**config.mk**
```make
export PLATFORM = sky130hd
export DESIGN_NAME = bqe_qmul
export DESIGN_NICKNAME = d
export VERILOG_FILES = /design/src/hw/rtl/bqe_pkg.sv /design/src/hw/rtl/bqe_qmul.sv
export SDC_FILE = /design/constraint.sdc
export NUM_CORES = 2
export LEC_CHECK = 0
export ABC_AREA = 0
export BUFFER_PORTS_ARGS = -buffer_cell sky130_fd_sc_hd__buf_2
export CORE_MARGIN = 4
export CORE_UTILIZATION = 60
export DETAILED_ROUTE_END_ITERATION = 7
export HOLD_SLACK_MARGIN = 0.08
export PLACE_DENSITY = 0.76
export SYNTH_ARGS = -nofsm -noshare
export SYNTH_HDL_FRONTEND = slang
export SYNTH_SLANG_ARGS = --single-unit
```
**constraint.sdc**
```tcl
create_clock -name i_clk -period 15.6 [get_ports i_clk]
set_input_delay 0 -clock i_clk [delete_from_list [all_inputs] [get_ports i_clk]]
set_output_delay 0 -clock i_clk [all_outputs]
set_load 0.005 [all_outputs]
```
**src/hw/rtl/bqe_pkg.sv**
```systemverilog
package bqe_pkg;

    // default configuration
    localparam int BQE_BANDS           = 5;
    localparam int BQE_FILTER_CHANNELS = 2;

    // coefficients per band
    localparam int NCOEF = 5;

    // datapath widths
    localparam int SAMPLE_W = 16;
    localparam int COEF_W   = 32;
    localparam int DELAY_W  = 48;
    localparam int PROD_W   = 52;
    localparam int ACC_W    = 56;

    localparam logic signed [ACC_W-1:0] SAT_HI = 56'sh00_7FFF_FFFF_FFFF;
    localparam logic signed [ACC_W-1:0] SAT_LO = 56'shFF_8000_0000_0000;

    typedef enum logic [2:0] {
        SEL_B0 = 3'd0,
        SEL_B1 = 3'd1,
        SEL_B2 = 3'd2,
        SEL_A1 = 3'd3,
        SEL_A2 = 3'd4
    } t_coef_sel;

    localparam logic REQ_SAMPLE = 1'b0;
    localparam logic REQ_COEF   = 1'b1;

    typedef enum logic [2:0] {
        S_IDLE,
        S_RD,
        S_GO,
        S_WAIT,
        S_OUT
    } t_state;

    typedef struct packed {
        logic                       req_type;
        logic [2:0]                 channel;
        logic signed [SAMPLE_W-1:0] sample_in;
        logic                       frame_last;
        logic [3:0]                 band_index;
        logic [2:0]                 coef_select;
        logic signed [COEF_W-1:0]   coef_value;
    } t_in_word;

    typedef struct packed {
        logic signed [SAMPLE_W-1:0] sample_out;
        logic                       clamped;
        logic                       last_out;
    } t_out_word;

    // product order within a band: b0, b1, a1, b2, a2
    function automatic t_coef_sel next_sel(input t_coef_sel s);
        t_coef_sel r;
        unique case (s)
            SEL_B0:  r = SEL_B1;
            SEL_B1:  r = SEL_A1;
            SEL_A1:  r = SEL_B2;
            SEL_B2:  r = SEL_A2;
            SEL_A2:  r = SEL_B0;
            default: r = SEL_B0;
        endcase
        return r;
    endfunction

    function automatic logic signed [DELAY_W-1:0] sat48(input logic signed [ACC_W-1:0] v);
        logic signed [DELAY_W-1:0] r;
        if (v > SAT_HI) begin
            r = SAT_HI[DELAY_W-1:0];
        end else if (v < SAT_LO) begin
            r = SAT_LO[DELAY_W-1:0];
        end else begin
            r = v[DELAY_W-1:0];
        end
        return r;
    endfunction

endpackage

```
**src/hw/rtl/bqe_qmul.sv**
```systemverilog
module bqe_qmul import bqe_pkg::*; (
    input  logic                       i_clk,
    input  logic                       i_rst_n,
    input  logic                       i_start,
    input  logic signed [COEF_W-1:0]   i_coef,
    input  logic signed [DELAY_W-1:0]  i_val,
    output logic                       o_done,
    output logic signed [PROD_W-1:0]   o_prod
);

    logic [2:0]               r_stg;
    logic                     r_done;
    logic signed [COEF_W-1:0] r_c;
    logic signed [31:0]       r_hi;
    logic [15:0]              r_lo;
    logic signed [63:0]       r_m;
    logic signed [63:0]       r_hp;
    logic signed [PROD_W-1:0] r_p;

    logic signed [32:0] w_b;
    logic signed [64:0] w_full;
    logic signed [63:0] w_acc;

    // high half first, low half second, through one 32x33 multiplier
    assign w_b    = r_stg[0] ? {r_hi[31], r_hi} : {17'b0, r_lo};
    assign w_full = r_c * w_b;
    assign w_acc  = r_hp + {{16{r_m[63]}}, r_m[63:16]};

    always_ff @(posedge i_clk) begin
        if (!i_rst_n) begin
            r_stg  <= '0;
            r_done <= 1'b0;
        end else begin
            r_stg  <= {r_stg[1:0], i_start};
            r_done <= r_stg[2];
        end
    end

    always_ff @(posedge i_clk) begin
        if (i_start) begin
            r_c  <= i_coef;
            r_hi <= i_val[47:16];
            r_lo <= i_val[15:0];
        end
        if (r_stg[0] || r_stg[1]) begin
            r_m <= w_full[63:0];
        end
        if (r_stg[1]) begin
            r_hp <= r_m;
        end
        if (r_stg[2]) begin
            r_p <= w_acc[63:12];
        end
    end

    assign o_done = r_done;
    assign o_prod = r_p;

endmodule
```
==> summary.txt <==
Run status
  • Status: complete, no violations

Clock network
  • Post-CTS Resized: 0
  • Root buffer cell: clkbuf_16
  • Setup bufs post-CTS: 0
  • Clk slew on worst S/H paths: 0.07 ns
  • CTS tree: yes
  • Total CTS buffers: 31
  • Deepest clock path buffer count: 3
  • CTS H-tree depth: 1
  • Worst skew pair latency: 0.63 ns
  • # clock sinks: 264

Logic synthesis
  • Post-synthesis mux area share: 0.400%
  • Top_reg_cell synth: edfxtp_1
  • Compound-Gate Fraction of Synth Area: 5.08%
  • Syn Nets: 6057
  • Warnings, synthesis: 0
  • Synth cell types: 78
  • Synth Area in XOR/XNOR: 2.15%
  • Number of synthesized flops with an enable pin: 260
  • Largest family of logic cells by synthesized area: adder cells
  • Adder-cell share of the synthesized area: 52.0%
  • Fraction of registers with async set/reset: 0%
  • Post-Synth Simple-Gate Area: 14.1%
  • Seq/Total Area, Yosys: 16.6%
  • Mapped Cells: 4646
  • Number of synthesized register bits: 264
  • Synth Cell Area: 0.0476 mm2
  • Synthesized area per cell: 10.2 um2

Finish
  • Most frequent cells in the layout: 1082 x fa_1, 982 x inv_1, 547 x nand2_1, 294 x and2_1, 260 x edfxtp_1
  • # fillers: 6005
  • Most common cell after layout, fill and taps aside: fa_1
  • Nets: 6182
  • Synthesis-to-finish area growth: 8.38%
  • Layout cells sized above 1: 5.88%

Drt
  • Met2 wire length: 58.0 mm
  • Avg WL per Cell: 22.1 um
  • WL met1: 50.2 mm
  • Drc violations: 0
  • Number of iterations in the first detailed-routing pass: 6
  • Routed Antenna Nets: 0
  • Iteration-0 DRC count of the detailed router: 2733
  • Via count: 33800
  • Highest Signal Layer: met5
  • Met3 wire length: 15.5 mm
  • Routed WL: 129 mm
  • DR vias/cell: 5.78

Critical path
  • Critical path required time: 16.07 ns
  • Reg-to-reg slack, setup: 5.32 ns
  • Critical Path AT: 10.75 ns
  • Crit path from: r_stg[0]
  • CP endpoint kind: register
  • Crit path max fanout: 137
  • Setup Crit Path Kind: reg -> reg
  • Startpoint Class: register
  • RR Startpoint: r_stg[0]

Timing
  • Setup_tns: 0 ns
  • Setup Skew: 0.0253 ns
  • Fin. Hold Viols: 0
  • RSZ-0062 raised after global routing: no
  • Max-slew violations: 0
  • Slew headroom: 13.1%
  • Worst-Margin Slew: 1.30 ns
  • Setup violators final: 0
  • Tmin final: 10.28 ns
  • Fin crit share: 65.9%
  • F_max: 97.3 MHz

Worst hold path
  • Worst hold path class: in -> reg
  • Hold Path Origin: i_val[40]

Floorplan
  • Cell Rows: 102
  • Initial Util: 61.0%
  • Die Y: 290 um
  • Die footprint: 0.0838 mm2
  • Core Region: 0.0780 mm2
  • Io pins: 136
  • Chip Width: 290 um

Global route
  • Largest net degree at the start of global routing: 138
  • All-Layer GR Usage: 31.8%
  • Initial antenna violation count: 3
  • First-pass GRT wire length: 204 mm
  • Remaining global-route overflow: 0
  • Vias in the first global route: 36400

Placed design
  • Final GP Congestion: 0.966
  • Post-DP HPWL: 96.7 mm
  • Buffers on Ports: 135

Run
  • Max Cap Viol: 0
==> cells in the mapped netlist (5+ instances only) <==
cell	n	share of area (%)
and3_1	259	3.4
nor4_1	6	0.079
ha_1	246	6.5
xnor2_1	85	1.6
nand2_1	547	4.3
mux2_2	16	0.38
clkbuf_1	239	1.9
nand4_1	25	0.33
nand2b_1	15	0.20
xor2_1	32	0.59
o21ai_0	57	0.60
nor3_1	24	0.25
nor3b_1	5	0.079
a31oi_1	15	0.20
and2_1	294	3.9
a21oi_1	127	1.3
fa_1	1082	46
nor2b_1	13	0.17
a211oi_1	12	0.19
o21bai_1	19	0.30
nor2_1	76	0.60
o211ai_1	5	0.079
a21o_1	63	0.99
inv_1	982	7.8
edfxtp_1	260	16
nand3_1	37	0.39
o21a_1	18	0.28
==> worst paths after layout <==
path | end | cells after the start
setup reg to reg | r_m[62] | 23
hold reg to reg | r_hp[6] | 0
setup / recovery | r_m[62] | 23
hold / removal | r_hi[24] | 2
==> routing by layer <==
| layer | GRT usage [%] | up-vias |
|---|---|---|
| li1 | - | 14400 |
| met1 | 43.6 | 17100 |
| met2 | 49.8 | 1883 |
| met3 | 9.33 | 355 |
| met4 | 9.93 | 2 |
| met5 | 0 | - |
==> sequential cells by signal, summed over array words and instances, names as in the netlist <==
register,count
r_c,32
r_lo,16
r_hp,64
o_done,1
r_m,64
r_hi,32
o_prod,52
r_stg,3
==> final cells by class <==
cell class / instances / area [um2] / share of cell area [%]
Sequential cell: 264 / 7890 / 15.3
Multi-Input combinational cell: 3154 / 35100 / 68.0
Tap cell: 1040 / 1300 / 2.52
Clock inverter: 25 / 241 / 0.468
Antenna cell: 4 / 10.0 / 0.0194
Timing Repair Buffer: 337 / 2570 / 4.98
Clock buffer: 33 / 783 / 1.52
Inverter: 983 / 3690 / 7.16
==> logic make-up after synthesis <==
| family | count (synthesis) |
|---|---|
| flops | 264 |
| buf+inv | 1228 |
| fa+ha+maj | 1328 |
| xor+xnor | 117 |
| mux | 17 |
| simple gates | 1322 |
| compound gates | 370 |
==> critical path: stages (launching register included) <==
cell	delay, ns
dfxtp_4	0.34
buf_4	0.61
buf_4	0.86
and2_0	1.01
nand2_1	0.26
fa_1	0.61
fa_1	0.43
fa_1	0.48
fa_1	0.55
inv_1	0.07
fa_1	0.49
fa_1	0.57
fa_1	0.43
fa_1	0.44
ha_1	0.38
and3_1	0.25
a311o_1	0.25
a211oi_1	0.08
a21oi_1	0.49
o21ai_1	0.21
nand3_1	0.22
a31oi_1	0.18
or4b_2	0.67
nand4b_1	0.10
==> stage by stage <==
stage	hold WS, ns	util (%)	area [um2]	instances	setup WS [ns]
after floorplan	0.0989	-	47600	4646	6.96
after global placement	0.176	62.9	49000	5629	5.69
after detailed placement	0.178	62.9	49000	5629	5.51
after CTS	0.0813	66.1	51500	5834	5.50
after global routing	0.0837	66.1	51500	5836	4.92
final	0.102	66.1	51500	5840	5.32
==> repair_timing <==
item,in CTS,in global routing
hold endpoints to repair,107,2
endpoints found under the setup margin,0,0
hold buffers,147,2
Power is not shown: default switching activity piles up to over one toggle a cycle in this logic, so the estimate is an artifact.
